File: src/hw/rtl/ccdd_pkg.sv
// ----------------------------------------------------------------------------
// ccdd_pkg
// types and constants of the caption transport packet demux
// ----------------------------------------------------------------------------
package ccdd_pkg;

    localparam int unsigned ChanEnW  = 3;
    localparam int unsigned CountW   = 5;
    localparam int unsigned TdataW   = 24;
    localparam int unsigned TuserW   = 5;

    localparam logic [7:0] MARKER_MASK = 8'hF8;
    localparam logic [7:0] MARKER_BYTE = 8'hFF;

    localparam logic [1:0] CH_608_F1 = 2'd0;
    localparam logic [1:0] CH_608_F2 = 2'd1;
    localparam logic [1:0] CH_708    = 2'd2;

    typedef enum logic [6:0] {
        PH_HEADER  = 7'b0000001,
        PH_EM      = 7'b0000010,
        PH_TRIPLET = 7'b0000100,
        PH_DATA1   = 7'b0001000,
        PH_DATA2   = 7'b0010000,
        PH_MARKER  = 7'b0100000,
        PH_PAD     = 7'b1000000
    } phase_t;

    typedef struct packed {
        logic [7:0] data_byte;
        logic       last_byte;
    } in_word_t;

    typedef struct packed {
        logic       pair_valid;
        logic [1:0] channel;
        logic [1:0] pair_type;
        logic [7:0] first_data;
        logic [7:0] second_data;
        logic       packet_end;
        logic       marker_error;
        logic       truncated;
    } result_t;

endpackage

File: src/hw/rtl/caption_cc_data_demux_core.sv
// ----------------------------------------------------------------------------
// caption_cc_data_demux_core
// splits caption transport packets into caption byte pairs
// ----------------------------------------------------------------------------
// usage:
//   the slave side takes one packet byte per word, s_tlast on the final byte.
//   the master side gives one word per delivered caption pair, and one word
//   for the final byte that carries the end report (a pair on the final byte
//   shares that word). bytes that deliver nothing give no word.
//   cfg_data writes the 3-bit channel enable; write it while the block idles.
// path: a byte waits in the input register and its result leaves from the
//   result register, which is loaded as the byte is decided.
// throughput: one byte per cycle while no result waits on the master side;
//   the byte state machine decides each byte in a single pass between the two registers.
// reset: both registers empty, parser back at the packet header, channel
//   enable set to all ones.
// stall: a held result keeps the master word steady; bytes that give no
//   result still flow, and the input stalls only when a result must wait.
// ----------------------------------------------------------------------------
module caption_cc_data_demux_core
    import ccdd_pkg::*;
(
    input  logic              aclk,
    input  logic              aresetn,
    // slave side
    input  logic              s_tvalid,
    output logic              s_tready,
    input  logic [7:0]        s_tdata,   // [7:0] data_byte
    input  logic              s_tlast,   // last_byte
    // master side
    output logic              m_tvalid,
    input  logic              m_tready,
    output logic [TdataW-1:0] m_tdata,   // [7:0] first_data, [15:8] second_data,
                                         // [16] marker_error, [17] truncated
    output logic [TuserW-1:0] m_tuser,   // [0] pair_valid, [2:1] channel,
                                         // [4:3] pair_type
    output logic              m_tlast,   // packet_end
    // configuration
    input  logic              cfg_valid,
    output logic              cfg_ready,
    input  logic [ChanEnW-1:0] cfg_data
);

    logic [ChanEnW-1:0] chan_en_reg;
    in_word_t           s_word;
    in_word_t           in_word;
    logic               in_valid;
    logic               in_adv;
    logic               produce;
    logic               can_take;
    result_t            step_result;
    result_t            m_result;

    assign cfg_ready = 1'b1;

    always_ff @(posedge aclk) begin
        if (!aresetn) begin
            chan_en_reg <= '1;
        end else if (cfg_valid) begin
            chan_en_reg <= cfg_data;
        end
    end

    assign s_word.data_byte = s_tdata;
    assign s_word.last_byte = s_tlast;

    // a byte with no result never waits on the master side
    assign in_adv = in_valid && (!produce || can_take);

    ccdd_in_stage u_in (
        .aclk     (aclk),
        .aresetn  (aresetn),
        .s_valid  (s_tvalid),
        .s_ready  (s_tready),
        .s_word   (s_word),
        .in_valid (in_valid),
        .in_word  (in_word),
        .in_adv   (in_adv)
    );

    ccdd_parser u_parse (
        .aclk     (aclk),
        .aresetn  (aresetn),
        .chan_en  (chan_en_reg),
        .in_word  (in_word),
        .step     (in_adv),
        .produce  (produce),
        .result   (step_result)
    );

    ccdd_out_stage u_out (
        .aclk        (aclk),
        .aresetn     (aresetn),
        .load        (in_adv && produce),
        .load_result (step_result),
        .can_take    (can_take),
        .m_valid     (m_tvalid),
        .m_ready     (m_tready),
        .m_result    (m_result)
    );

    assign m_tdata = {6'b0, m_result.truncated, m_result.marker_error,
                      m_result.second_data, m_result.first_data};
    assign m_tuser = {m_result.pair_type, m_result.channel, m_result.pair_valid};
    assign m_tlast = m_result.packet_end;

endmodule

File: src/hw/rtl/ccdd_in_stage.sv
// ----------------------------------------------------------------------------
// ccdd_in_stage
// input register for packet bytes
// ----------------------------------------------------------------------------
module ccdd_in_stage
    import ccdd_pkg::*;
(
    input  logic     aclk,
    input  logic     aresetn,
    input  logic     s_valid,
    output logic     s_ready,
    input  in_word_t s_word,
    output logic     in_valid,
    output in_word_t in_word,
    input  logic     in_adv
);

    logic     valid_reg;
    logic     valid_next;
    in_word_t word_reg;

    assign s_ready    = !valid_reg || in_adv;
    assign valid_next = s_ready ? s_valid : valid_reg;

    always_ff @(posedge aclk) begin
        if (!aresetn) begin
            valid_reg <= 1'b0;
        end else begin
            valid_reg <= valid_next;
        end
    end

    always_ff @(posedge aclk) begin
        if (s_ready && s_valid) begin
            word_reg <= s_word;
        end
    end

    assign in_valid = valid_reg;
    assign in_word  = word_reg;

endmodule

File: src/hw/rtl/ccdd_parser.sv
// ----------------------------------------------------------------------------
// ccdd_parser
// byte state machine of the packet: header, triplets, marker and padding
// ----------------------------------------------------------------------------
module ccdd_parser
    import ccdd_pkg::*;
(
    input  logic               aclk,
    input  logic               aresetn,
    input  logic [ChanEnW-1:0] chan_en,
    input  in_word_t           in_word,
    input  logic               step,
    output logic               produce,
    output result_t            result
);

    phase_t              phase_reg, phase_next, phase_step;
    logic [CountW-1:0]   pairs_reg, pairs_next, pairs_step, pairs_dec;
    logic                proc_reg, proc_next;
    logic                cur_valid_reg, cur_valid_next;
    logic [1:0]          cur_type_reg, cur_type_next;
    logic [7:0]          held_reg, held_next;
    logic                mark_bad_reg, mark_bad_next, mark_bad_step;
    logic [1:0]          chan;
    logic                emit;

    assign pairs_dec = pairs_reg - CountW'(1);
    // types 2 and 3 both belong to the 708 service
    assign chan = cur_type_reg[1] ? CH_708 : cur_type_reg;

    always_comb begin
        phase_step     = phase_reg;
        pairs_step     = pairs_reg;
        proc_next      = proc_reg;
        cur_valid_next = cur_valid_reg;
        cur_type_next  = cur_type_reg;
        held_next      = held_reg;
        mark_bad_step  = mark_bad_reg;
        emit           = 1'b0;
        unique case (phase_reg)
            PH_HEADER: begin
                proc_next  = in_word.data_byte[6];
                pairs_step = in_word.data_byte[CountW-1:0];
                phase_step = PH_EM;
            end
            PH_EM: begin
                phase_step = (pairs_reg == '0) ? PH_MARKER : PH_TRIPLET;
            end
            PH_TRIPLET: begin
                if (proc_reg && ((in_word.data_byte & MARKER_MASK) != MARKER_MASK)) begin
                    mark_bad_step = 1'b1;
                end
                cur_valid_next = in_word.data_byte[2];
                cur_type_next  = in_word.data_byte[1:0];
                phase_step     = PH_DATA1;
            end
            PH_DATA1: begin
                held_next  = in_word.data_byte;
                phase_step = PH_DATA2;
            end
            PH_DATA2: begin
                emit       = proc_reg && cur_valid_reg && chan_en[chan];
                pairs_step = pairs_dec;
                phase_step = (pairs_dec == '0) ? PH_MARKER : PH_TRIPLET;
            end
            PH_MARKER: begin
                if (in_word.data_byte != MARKER_BYTE) begin
                    mark_bad_step = 1'b1;
                end
                phase_step = PH_PAD;
            end
            PH_PAD: begin
                phase_step = PH_PAD;
            end
            default: begin
                phase_step = PH_PAD;
            end
        endcase
    end

    // end of packet rewinds to the header
    always_comb begin
        phase_next    = phase_step;
        pairs_next    = pairs_step;
        mark_bad_next = mark_bad_step;
        if (in_word.last_byte) begin
            phase_next    = PH_HEADER;
            pairs_next    = '0;
            mark_bad_next = 1'b0;
        end
    end

    assign produce = emit || in_word.last_byte;

    always_comb begin
        result              = '0;
        result.pair_valid   = emit;
        result.packet_end   = in_word.last_byte;
        if (emit) begin
            result.channel     = chan;
            result.pair_type   = cur_type_reg;
            result.first_data  = held_reg;
            result.second_data = in_word.data_byte;
        end
        if (in_word.last_byte) begin
            result.marker_error = mark_bad_step;
            result.truncated    = (phase_step != PH_PAD);
        end
    end

    always_ff @(posedge aclk) begin
        if (!aresetn) begin
            phase_reg     <= PH_HEADER;
            pairs_reg     <= '0;
            proc_reg      <= 1'b0;
            cur_valid_reg <= 1'b0;
            cur_type_reg  <= '0;
            held_reg      <= '0;
            mark_bad_reg  <= 1'b0;
        end else if (step) begin
            phase_reg     <= phase_next;
            pairs_reg     <= pairs_next;
            proc_reg      <= proc_next;
            cur_valid_reg <= cur_valid_next;
            cur_type_reg  <= cur_type_next;
            held_reg      <= held_next;
            mark_bad_reg  <= mark_bad_next;
        end
    end

endmodule

File: src/hw/rtl/ccdd_out_stage.sv
// ----------------------------------------------------------------------------
// ccdd_out_stage
// result register toward the master side
// ----------------------------------------------------------------------------
module ccdd_out_stage
    import ccdd_pkg::*;
(
    input  logic    aclk,
    input  logic    aresetn,
    input  logic    load,
    input  result_t load_result,
    output logic    can_take,
    output logic    m_valid,
    input  logic    m_ready,
    output result_t m_result
);

    logic    valid_reg;
    logic    valid_next;
    result_t result_reg;

    assign can_take = !valid_reg || m_ready;

    always_comb begin
        valid_next = valid_reg;
        if (m_ready) begin
            valid_next = 1'b0;
        end
        if (load) begin
            valid_next = 1'b1;
        end
    end

    always_ff @(posedge aclk) begin
        if (!aresetn) begin
            valid_reg <= 1'b0;
        end else begin
            valid_reg <= valid_next;
        end
    end

    always_ff @(posedge aclk) begin
        if (load) begin
            result_reg <= load_result;
        end
    end

    assign m_valid  = valid_reg;
    assign m_result = result_reg;

endmodule

File: config.mk
export PLATFORM = sky130hd
export DESIGN_NAME = caption_cc_data_demux_core
export DESIGN_NICKNAME = d
export VERILOG_FILES = /design/src/hw/rtl/ccdd_pkg.sv /design/src/hw/rtl/caption_cc_data_demux_core.sv /design/src/hw/rtl/ccdd_in_stage.sv /design/src/hw/rtl/ccdd_parser.sv /design/src/hw/rtl/ccdd_out_stage.sv
export SDC_FILE = /design/constraint.sdc
export NUM_CORES = 1
export LEC_CHECK = 0
export ABC_AREA = 1
export ABC_CLOCK_PERIOD_IN_PS = 2850
export BUFFER_PORTS_ARGS = -buffer_cell sky130_fd_sc_hd__buf_2
export CORE_UTILIZATION = 55
export DETAILED_ROUTE_END_ITERATION = 6
export PLACE_DENSITY = 0.76
export SYNTH_ARGS = -nofsm -noshare
export SYNTH_HDL_FRONTEND = slang
export SYNTH_SLANG_ARGS = --single-unit
File: constraint.sdc
create_clock -name aclk -period 2.85 [get_ports aclk]
set_clock_uncertainty 0.05 [all_clocks]
set_input_delay 0.285 -clock aclk [delete_from_list [all_inputs] [get_ports aclk]]
set_output_delay 0.285 -clock aclk [all_outputs]
set_load 0.01 [all_outputs]
==> results of run 1 <==
[layout by cell type (no fill, tap or decap), types with 3 or more instances in the layout]
| cell type | count |
|---|---|
| nand3_1 | 38 |
| ha_1 | 3 |
| nor2_2 | 3 |
| nand2_2 | 4 |
| nand2_1 | 68 |
| dfxtp_1 | 30 |
| edfxtp_1 | 32 |
| buf_2 | 42 |
| o21ai_0 | 6 |
| nand4_1 | 3 |
| clkbuf_8 | 10 |
| conb_1 | 7 |
| nor2_1 | 50 |
| a21oi_1 | 14 |
| buf_4 | 3 |
| nor3_1 | 3 |
| inv_1 | 54 |
[power by group through the flow]
stage / clock network (uW) / logic, uW / registers (uW)
4_1_cts: 840 / 140 / 979
6_report: 839 / 139 / 979
3_3_place_gp: 0 / 137 / 998
2_1_floorplan: 0 / 103 / 999
5_1_grt: 886 / 158 / 981
3_5_place_dp: 0 / 139 / 998
[worst max-delay path by stage]
stage,from,end
global placement,u_parse.phase_reg[0],u_out.m_result[11]
global route,u_parse.phase_reg[2],s_tready
floorplan,u_parse.phase_reg[3],u_out.m_result[0]
detailed placement,u_parse.phase_reg[2],u_out.m_result[1]
finish,u_parse.phase_reg[2],s_tready
CTS,u_parse.phase_reg[2],s_tready
[per-layer routing]
metal / global-route usage / part of all wire / up-vias
li1: - / - / 1139
met1: 0.265 / 0.46 / 966
met2: 0.327 / 0.47 / 51
met3: 0.0631 / 0.049 / 11
met4: 0.109 / 0.022 / 0
met5: 0 / 0 / -
[layout make-up]
class,count,area [sq um],area share
Sequential cell,62,1560,0.478
Multi-Input combinational cell,209,967,0.296
Timing Repair Buffer,45,233,0.0712
Inverter,55,206,0.0632
Clock buffer,12,145,0.0444
Tap cell,67,83.8,0.0257
Clock inverter,4,70.1,0.0214
[per-stage QoR]
step	hold WS, ps	std cells	setup slack (ps)
2_1_floorplan	334	343	805
3_3_place_gp	381	438	832
3_5_place_dp	389	438	799
4_1_cts	64.1	454	593
5_1_grt	53.4	454	400
6_report	67.4	454	589
[kinds of logic after synthesis]
| group | Yosys count | share of synthesized area |
|---|---|---|
| buffers and inverters | 72 | 0.111 |
| adders and majority gates | 3 | 0.0133 |
| DFF | 62 | 0.553 |
| other | 2 | 0.00266 |
| and+or+nand+nor | 173 | 0.267 |
| AOI/OAI and AO/OA | 26 | 0.0532 |
==> results.md, run 1 <==
* Delay-heaviest family, CP: simple AND/OR/NAND/NOR gates
* CTS buffer count at 9
* Min-delay src: s_tdata[6]
* Design Power at 1960 uW
* Critical Path End Type: output port
* IO Port Bufs at 42
* Largest net degree at the start of global routing at 26
* Sequential area share after synthesis at 0.553
* Fraction of registers with async set/reset at 0
* Remaining global-route overflow at 0
* Die Area at 5430 sq um
* Post-Syn Instances at 338
* Critical path fanouts, max at 21
* Dominant cells by area after synthesis: edfxtp_1 34%, dfxtp_1 21%, nand2_1 9.0%, inv_1 7.2%, nand3_1 6.7%
* CP cell instances: nor2_2 > nand2_2 > nor2_4 > nand3_2 > buf_4 > nand2_4 > nand3_1 > buf_2
* Initial antenna violation count at 0
* Routed Antenna Nets at 0
* Synth cell count leaders: 68 x nand2_1, 54 x inv_1, 50 x nor2_1, 38 x nand3_1, 32 x edfxtp_1
* Ys flop type: edfxtp_1
* Clock Tree Buf Depth at 2
* Die height at 73.7 microns
* H-Tree Depth at 3
* Status: finished clean
* NetSw at 432 uW
* Worst path arrival time at roughly 1900 ps
* Hold EP: u_in.in_word[7]
* Min Tclk post-route at 2260 ps
* VDD IR max at 346 uV
* Via count at 2167
* Max reg flops at 23
* Clk root buf: clkbuf_8
* Via-per-instance ratio at 4.77
* Diodes inserted at 0
* Post-synth EDFFs at 32
* Synth Warn # at 0
* Distinct cells, synth at 28
* Sw Ratio at 0.221
* CP Buf/Inv Count at 2
* Final core utilization at 0.678
* Fmax achieved at 0.442 GHz
* TritonCTS clock tree: yes
* Pins Over Slew Limit at 0
* Vias in the first global route at 1855
* Combinational power share at 0.071
* I/O Pins at 50
* Starting density of the core at 0.586
* DIE WIDTH at about 74 microns
* First-pass GRT wire length at 8.34 mm
* Slew @ Worst Pin at between 700 and 800 ps
* Avg Cell Area, Syn at about 8.4 sq um
* Synth Cell Area at 2820 sq um
* Routability Congestion at 0.846
* # fillers at between 400 and 500
* Share of layout cells above drive strength 1 at 0.183
* First DRT Iteration DRCs at between 100 and 150
* Area growth syn-to-layout at 15.7%
* Clock share of power at 0.429
* Routed wire length at 5.02 mm
* Clk pin slew, worst setup/hold paths at 70 ps
* Register bit count reported by yosys at a little over 60
* Critical path depth at 8
* Setup bufs post-CTS at 0
* Placed Instance Area at 3050 sq um
* Hold depth at 1
* Hold WC Path Type: primary input to flop
* Row count at 25
* Rel. slew slack at 0.477
* CP Class: flop to output port
* Total GRT Usage at 0.210
* Lkg Pwr at about 0.0015 uW
* Internal at 1520 uW
* Fin nets at 402
* Slowest stage delay, CP at 330 ps
* Drt wl/cell at ~11 microns
* DRC Markers at 0
* Clock Sinks at 62
* Most common cell in the netlist: nand2_1
* Unrepaired setup endpoints after global routing: no
* Slowest cell on crit path: dfxtp_1
* Reg2Reg Depth at 12
* Reg2reg setup slack at about 750 ps
* Core Region at 4820 sq um
* Worst reg2reg path endpoint: u_parse.held_reg[6]
* Final Cycle Share at 0.793
* Hold_buf cts at 0
* Share of the synthesized area in the top cell type at 0.340
* Clock Latency Late Sink at 340 ps
* Post-synth top area cell: edfxtp_1
* R2R Path Start: u_parse.phase_reg[2]
* Final setup violation count at 0
* Sequential cell fraction of total power at 0.500
* PD cells at 599 nW/um^2
* First-pass detailed-route iteration total at 4
* Worst path required time at ~2500 ps
* Design area at 3270 sq um
* CTS resizes at 0
* Setup TNS at 0 ps
* Number of max-cap violations at 0
* Critical Path Source Type: flop
* Hold violation count in the final report at 0
* Hpwl dp at 3.48 mm
Note: power is estimated with default switching activity, not from simulation.
==> inputs of run 2 (changes only) <==
- ABC_CLOCK_PERIOD_IN_PS: 2850 -> 1980
- CORE_UTILIZATION: 55 -> 50
- PLACE_DENSITY: 0.76 -> 0.72
- clock period: 2.85 -> 1.98 ns (I/O delays scaled with it)
==> results.md, run 2 (synthesized netlist as in run 1, its figures left out) <==
* Lkg Pwr at 0.00149 uW (+2.4%)
* CTS buffer count at 9 (unchanged)
* Most frequent cells in the layout: 68 x nand2_1, 53 x inv_1, 50 x nor2_1, 42 x buf_2, 38 x nand3_1
* Share of layout cells above drive strength 1 at 0.190 (+0.00606)
* Clk pin slew, worst setup/hold paths at 60 ps (about the same)
* Max reg flops at 23 (unchanged)
* Final core utilization at 0.639 (-0.0388)
* Status: finished clean
* IO Port Bufs at 42 (unchanged)
* Hpwl dp at 3.87 mm (+11%)
* First-pass GRT wire length at 9.34 mm (+12%)
* CP endpoint: s_tready
* Design area at 3370 sq um (+3.1%)
* # fillers at 480 (+17%)
* Final setup violation count at 0 (unchanged)
* Unrepaired setup endpoints after global routing: no
* Clock Tree Buf Depth at 2 (unchanged)
* Worst path arrival time at 1530 ps (-400 ps)
* Via count at 2239 (+3.3%)
* Number of max-cap violations at 0 (unchanged)
* Largest net degree at the start of global routing at 26 (unchanged)
* Hold violation count in the final report at 0 (unchanged)
* Die Area at 5950 sq um (+9.7%)
* Critical Path Source Type: flop
* Initial antenna violation count at 0 (unchanged)
* DIE WIDTH at 77.2 microns (+4.7%)
* Vias in the first global route at 2121 (+14%)
* Via-per-instance ratio at 4.75 (-0.41%)
* Total GRT Usage at 0.205 (-0.00493)
* Worst path required time at 1730 ps (-790 ps)
* Starting density of the core at 0.536 (-0.0504)
* PD cells at 791 nW/um^2 (+32%)
* Setup TNS at 0 ps (unchanged)
* Placed Instance Area at 3100 sq um (+1.5%)
* Combinational power share at 0.082 (+0.011)
* First DRT Iteration DRCs at 115 (-8.7%)
* Remaining global-route overflow at 0 (unchanged)
* VDD IR max at 552 uV (+60%)
* First-pass detailed-route iteration total at 4 (unchanged)
* Critical path fanouts, max at 5 (-76%)
* Clk root buf: clkbuf_8
* Reg2Reg Depth at 8 (-4)
* Fmax achieved at around 0.56 GHz
* Core Region at 5270 sq um (+9.4%)
* Critical Path End Type: output port
* Routed Antenna Nets at 0 (unchanged)
* Hold WC Path Type: primary input to flop
* CP Class: flop to output port
* CTS resizes at 0 (unchanged)
* Min Tclk post-route at 1780 ps
* DRC Markers at 0 (unchanged)
* Setup bufs post-CTS at 0 (unchanged)
* Diodes inserted at 0 (unchanged)
* NetSw at 626 uW (+45%)
* Crit. Startpoint: u_parse.phase_reg[5]
* Sequential cell fraction of total power at 0.529 (+0.029)
* Routed wire length at 5.54 mm (+10%)
* I/O Pins at 50 (unchanged)
* TritonCTS clock tree: yes
* Internal at 2040 uW (+34%)
* R2R Path Start: u_parse.phase_reg[5]
* Drt wl/cell at 11.8 microns (+6.4%)
* Most common cell after layout, fill and taps aside: nand2_1
* Routability Congestion at 0.863 (+2.1%)
* Final Cycle Share at 0.898
* Worst reg2reg path endpoint: u_out.m_result[0]
* Area growth syn-to-layout at 19.3%
* H-Tree Depth at 3 (unchanged)
* Reg2reg setup slack at 260 ps (-490 ps)
* Row count at 26 (+4.0%)
* Fin nets at 416 (+3.5%)
* Clock share of power at 0.389 (-0.040)
* Sw Ratio at 0.235 (+0.0136)
* Die height at 77.2 microns (+4.7%)
* Clock Sinks at 62 (unchanged)
* Pins Over Slew Limit at 0 (unchanged)
* Clock Latency Late Sink at 340 ps (about the same)
-- run 2: cell count changes in the layout (fill, tap and decap cells not counted), sizes merged --
cell / before / now
buf: 45 / 50
bufinv: 2 / 1
clkbuf: 12 / 11
clkinv: 3 / 4
clkinvlp: 0 / 2
dlygate4sd3: 0 / 9
inv: 54 / 53
-- run 2: area by class of cell --
cell class,count,area [sq um],share of cell area
Clock buffer,11,131,0.0390
Timing Repair Buffer,59,360,0.107
Tap cell,70,87.6,0.0260
Sequential cell,62,1560,0.463
Multi-Input combinational cell,209,967,0.287
Inverter,55,210,0.0624
Clock inverter,5,51.3,0.0152
-- run 2: how the worst min path moves through the flow --
stage / slack, ps / end / depth (start not counted) / start
after CTS: 30 / chan_en_reg[1] / 3 / cfg_data[1]
after detailed placement: 330 / u_in.in_word[2] / 1 / s_tdata[1]
final: 30 / chan_en_reg[0] / 3 / cfg_data[0]
after global routing: 30 / chan_en_reg[0] / 3 / cfg_data[0]
after global placement: 330 / u_in.in_word[5] / 1 / s_tdata[4]
after floorplan: 250 / u_in.in_word[0] / 0 / s_tlast
-- run 2: metal layers --
| metal | wire length [microns] | share of wire | global-route usage |
|---|---|---|---|
| met2 | 2740 | 0.49 | 0.338 |
| met4 | 72 | 0.013 | 0.0962 |
| met5 | 0 | 0 | 0 |
| met1 | 2390 | 0.43 | 0.259 |
| met3 | 339 | 0.061 | 0.0393 |
-- run 2: worst max-delay path, cell delays in order (launching register included) --
cell and delay, ps:
dfxtp_1 330, nor2_2 140, nand2_1 100, nor2_4 130
nand3_2 100, nand2_4 110, nand3_1 120, buf_2 170
-- run 2: stage by stage --
stage	hold WS [ps]	setup WS [ps]	cells	total power, uW
finish	31.4	202	471	2670
global route	35.0	85.4	471	2780
CTS	28.2	193	471	2680
detailed placement	326	267	446	1640
global placement	328	301	446	1640
floorplan	247	11.5	343	1590
-- run 2: what timing repair did --
| item | 4_1_cts | 5_1_grt |
|---|---|---|
| endpoints found under the setup margin | 0 | 0 |
| hold buffers | 9 | 0 |
| hold endpoints to repair | 9 | 0 |
-- run 2: power by group through the flow --
| stage | clock network, uW | registers (uW) | logic (uW) |
|---|---|---|---|
| after global placement | 0 | 1440 | 202 |
| final | 1040 | 1410 | 220 |
| after CTS | 1050 | 1410 | 220 |
| after detailed placement | 0 | 1440 | 205 |
| after floorplan | 0 | 1440 | 149 |
| after global routing | 1120 | 1410 | 250 |
==> inputs of run 3 (changes only) <==
- ABC_CLOCK_PERIOD_IN_PS: 1980 -> 2000
- CORE_UTILIZATION: 50 -> 55
- PLACE_DENSITY: 0.72 -> 0.76
- clock period: 1.98 -> 2 ns (I/O delays scaled with it)
==> results.md, run 3 (synthesized netlist as in run 1, its figures left out) <==
* Via-per-instance ratio at 4.74 (-0.37%)
* Hold WC Path Type: primary input to flop
* Worst reg2reg path endpoint: u_out.m_result[19]
* Fmax achieved at 0.550 GHz
* Status: finished clean
* Design Power at 2800 uW (+5.1%)
* Clk root buf: clkbuf_8
* Total GRT Usage at 0.223 (+0.0176)
* DIE WIDTH at 73.7 microns (-4.5%)
* Hold depth at 3 (unchanged)
* Most frequent cells in the layout: 68 x nand2_1, 53 x inv_1, 50 x nor2_1, 42 x buf_2, 38 x nand3_1
* Clock Sinks at 62 (unchanged)
* Final setup violation count at 0 (unchanged)
* Setup TNS at 0 ps (unchanged)
* Initial antenna violation count at 0 (unchanged)
* Worst path required time at 1750 ps (+20 ps)
* Placed Instance Area at 3080 sq um (-0.61%)
* Hold EP: chan_en_reg[0]
* Lkg Pwr at 0.00150 uW (+0.31%)
* TritonCTS clock tree: yes
* Clock Latency Late Sink at 340 ps (about the same)
* NetSw at 651 uW (+4.0%)
* Die height at 73.7 microns (-4.5%)
* R2R Path Start: u_parse.phase_reg[2]
* Vias in the first global route at 1974 (-6.9%)
* Most common cell after layout, fill and taps aside: nand2_1
* Critical Path Source Type: flop
* Reg2reg setup slack at 270 ps (about the same)
* Setup bufs post-CTS at 0 (unchanged)
* Slowest stage delay, CP at 330 ps (about the same)
* Delay-heaviest family, CP: simple AND/OR/NAND/NOR gates
* First DRT Iteration DRCs at 153 (+33%)
* Number of max-cap violations at 0 (unchanged)
* Sw Ratio at 0.232 (-0.00248)
* Min Tclk post-route at between 1500 and 2000 ps
* Critical Path End Type: output port
* I/O Pins at 50 (unchanged)
* Largest net degree at the start of global routing at 26 (unchanged)
* Min-delay src: cfg_data[0]
* DRC Markers at 0 (unchanged)
* Row count at 25 (-3.8%)
* Slowest cell on crit path: dfxtp_1
* Hpwl dp at 3.82 mm (-1.1%)
* Share of layout cells above drive strength 1 at 0.190 (+0.000950)
* Internal at 2150 uW (+5.4%)
* First-pass GRT wire length at 8.80 mm (-5.8%)
* Routed wire length at 5.48 mm (-1.0%)
* Routed Antenna Nets at 0 (unchanged)
* Rel. slew slack at 0.669
* Core Region at 4820 sq um (-8.6%)
* Via count at 2207 (-1.4%)
* VDD IR max at 503 uV (-9.0%)
* CTS buffer count at 9 (unchanged)
* CP Class: flop to output port
* Critical path fanouts, max at 5 (unchanged)
* Routability Congestion at 0.828 (-4.1%)
* Reg2Reg Depth at 8 (unchanged)
* Hold violation count in the final report at 0 (unchanged)
* Worst path arrival time at 1570 ps (+40 ps)
* Design area at 3380 sq um (+0.37%)
* Clk pin slew, worst setup/hold paths at 70 ps (about the same)
* Max reg flops at 23 (unchanged)
* Area growth syn-to-layout at 19.8%
* Final Cycle Share at 0.909
* Clock share of power at 0.425 (+0.036)
* First-pass detailed-route iteration total at 4 (unchanged)
* Pins Over Slew Limit at 0 (unchanged)
* H-Tree Depth at 3 (unchanged)
* # fillers at 399 (-17%)
* Die Area at 5430 sq um (-8.9%)
* Remaining global-route overflow at 0 (unchanged)
* CP Buf/Inv Count at 1 (unchanged)
* IO Port Bufs at 42 (unchanged)
* CP cell instances: nor2_2 > nand2_2 > nor2_4 > nand3_2 > nand2_4 > nand3_1 > buf_2
* Diodes inserted at 0 (unchanged)
* Unrepaired setup endpoints after global routing: no
* Fin nets at 414 (-0.48%)
* Combinational power share at 0.077 (-0.005)
* Starting density of the core at 0.586 (+0.0504)
* Clock Tree Buf Depth at 2 (unchanged)
* Slew @ Worst Pin at between 400 and 500 ps
* PD cells at 828 nW/um^2 (+4.7%)
* Sequential cell fraction of total power at 0.498 (-0.031)
* Drt wl/cell at 11.8 microns (about the same)
-- run 3: cell count changes in the layout (fill, tap and decap cells not counted), sizes merged --
cell,delta
buf,-2
bufinv,+1
clkbuf,-1
-- run 3: per-layer routing --
| metal | wire length (microns) | up-vias | GRT usage |
|---|---|---|---|
| met4 | 102 | 0 | 0.100 |
| li1 | - | 1165 | - |
| met2 | 2730 | 60 | 0.371 |
| met3 | 229 | 10 | 0.0535 |
| met1 | 2420 | 972 | 0.274 |
| met5 | 0 | - | 0 |
-- run 3: power groups by stage --
stage | Clock (uW) | Combinational [uW] | Sequential (uW)
6_report | 1190 | 216 | 1400
5_1_grt | 1240 | 245 | 1400
4_1_cts | 1200 | 215 | 1400
3_3_place_gp | 0 | 196 | 1420
3_5_place_dp | 0 | 200 | 1420
2_1_floorplan | 0 | 147 | 1420
-- run 3: how the worst max path moves through the flow --
stage                                     to  cells after the start            startpoint
after floorplan            u_out.m_result[0]                      9  u_parse.phase_reg[5]
after global placement    u_out.m_result[16]                      8  u_parse.phase_reg[2]
after detailed placement  u_out.m_result[16]                      8  u_parse.phase_reg[2]
after CTS                           s_tready                      7  u_parse.phase_reg[2]
after global routing                s_tready                      7  u_parse.phase_reg[2]
final                               s_tready                      7  u_parse.phase_reg[2]
-- run 3: final cells by class --
type	instances	area, sq um	area share
flip-flops and latches	62	1560	0.462
multi-input cells	209	967	0.286
repair buffers	57	345	0.102
inverters	55	210	0.0622
clock buffers	10	128	0.0377
clock inverters	6	86.3	0.0255
well taps	67	83.8	0.0248
-- run 3: stage by stage --
step,hold slack (ps),std cells,util,setup slack (ps)
finish,24.7,466,0.702,182
CTS,17.4,466,0.702,166
global route,43.5,466,0.702,43.2
floorplan,249,343,-,31.5
global placement,328,441,0.639,325
detailed placement,328,441,0.639,275
-- run 3: repair_timing --
action                    in CTS  in global routing
hold endpoints to repair       9                  0
hold buffers                   9                  0
resized for setup              0                  0
-- run 3: tightest hold or removal path, delay by kind of cell --
family        cells  cell delay, ps
buf+inv           1              70
simple gates      2             110
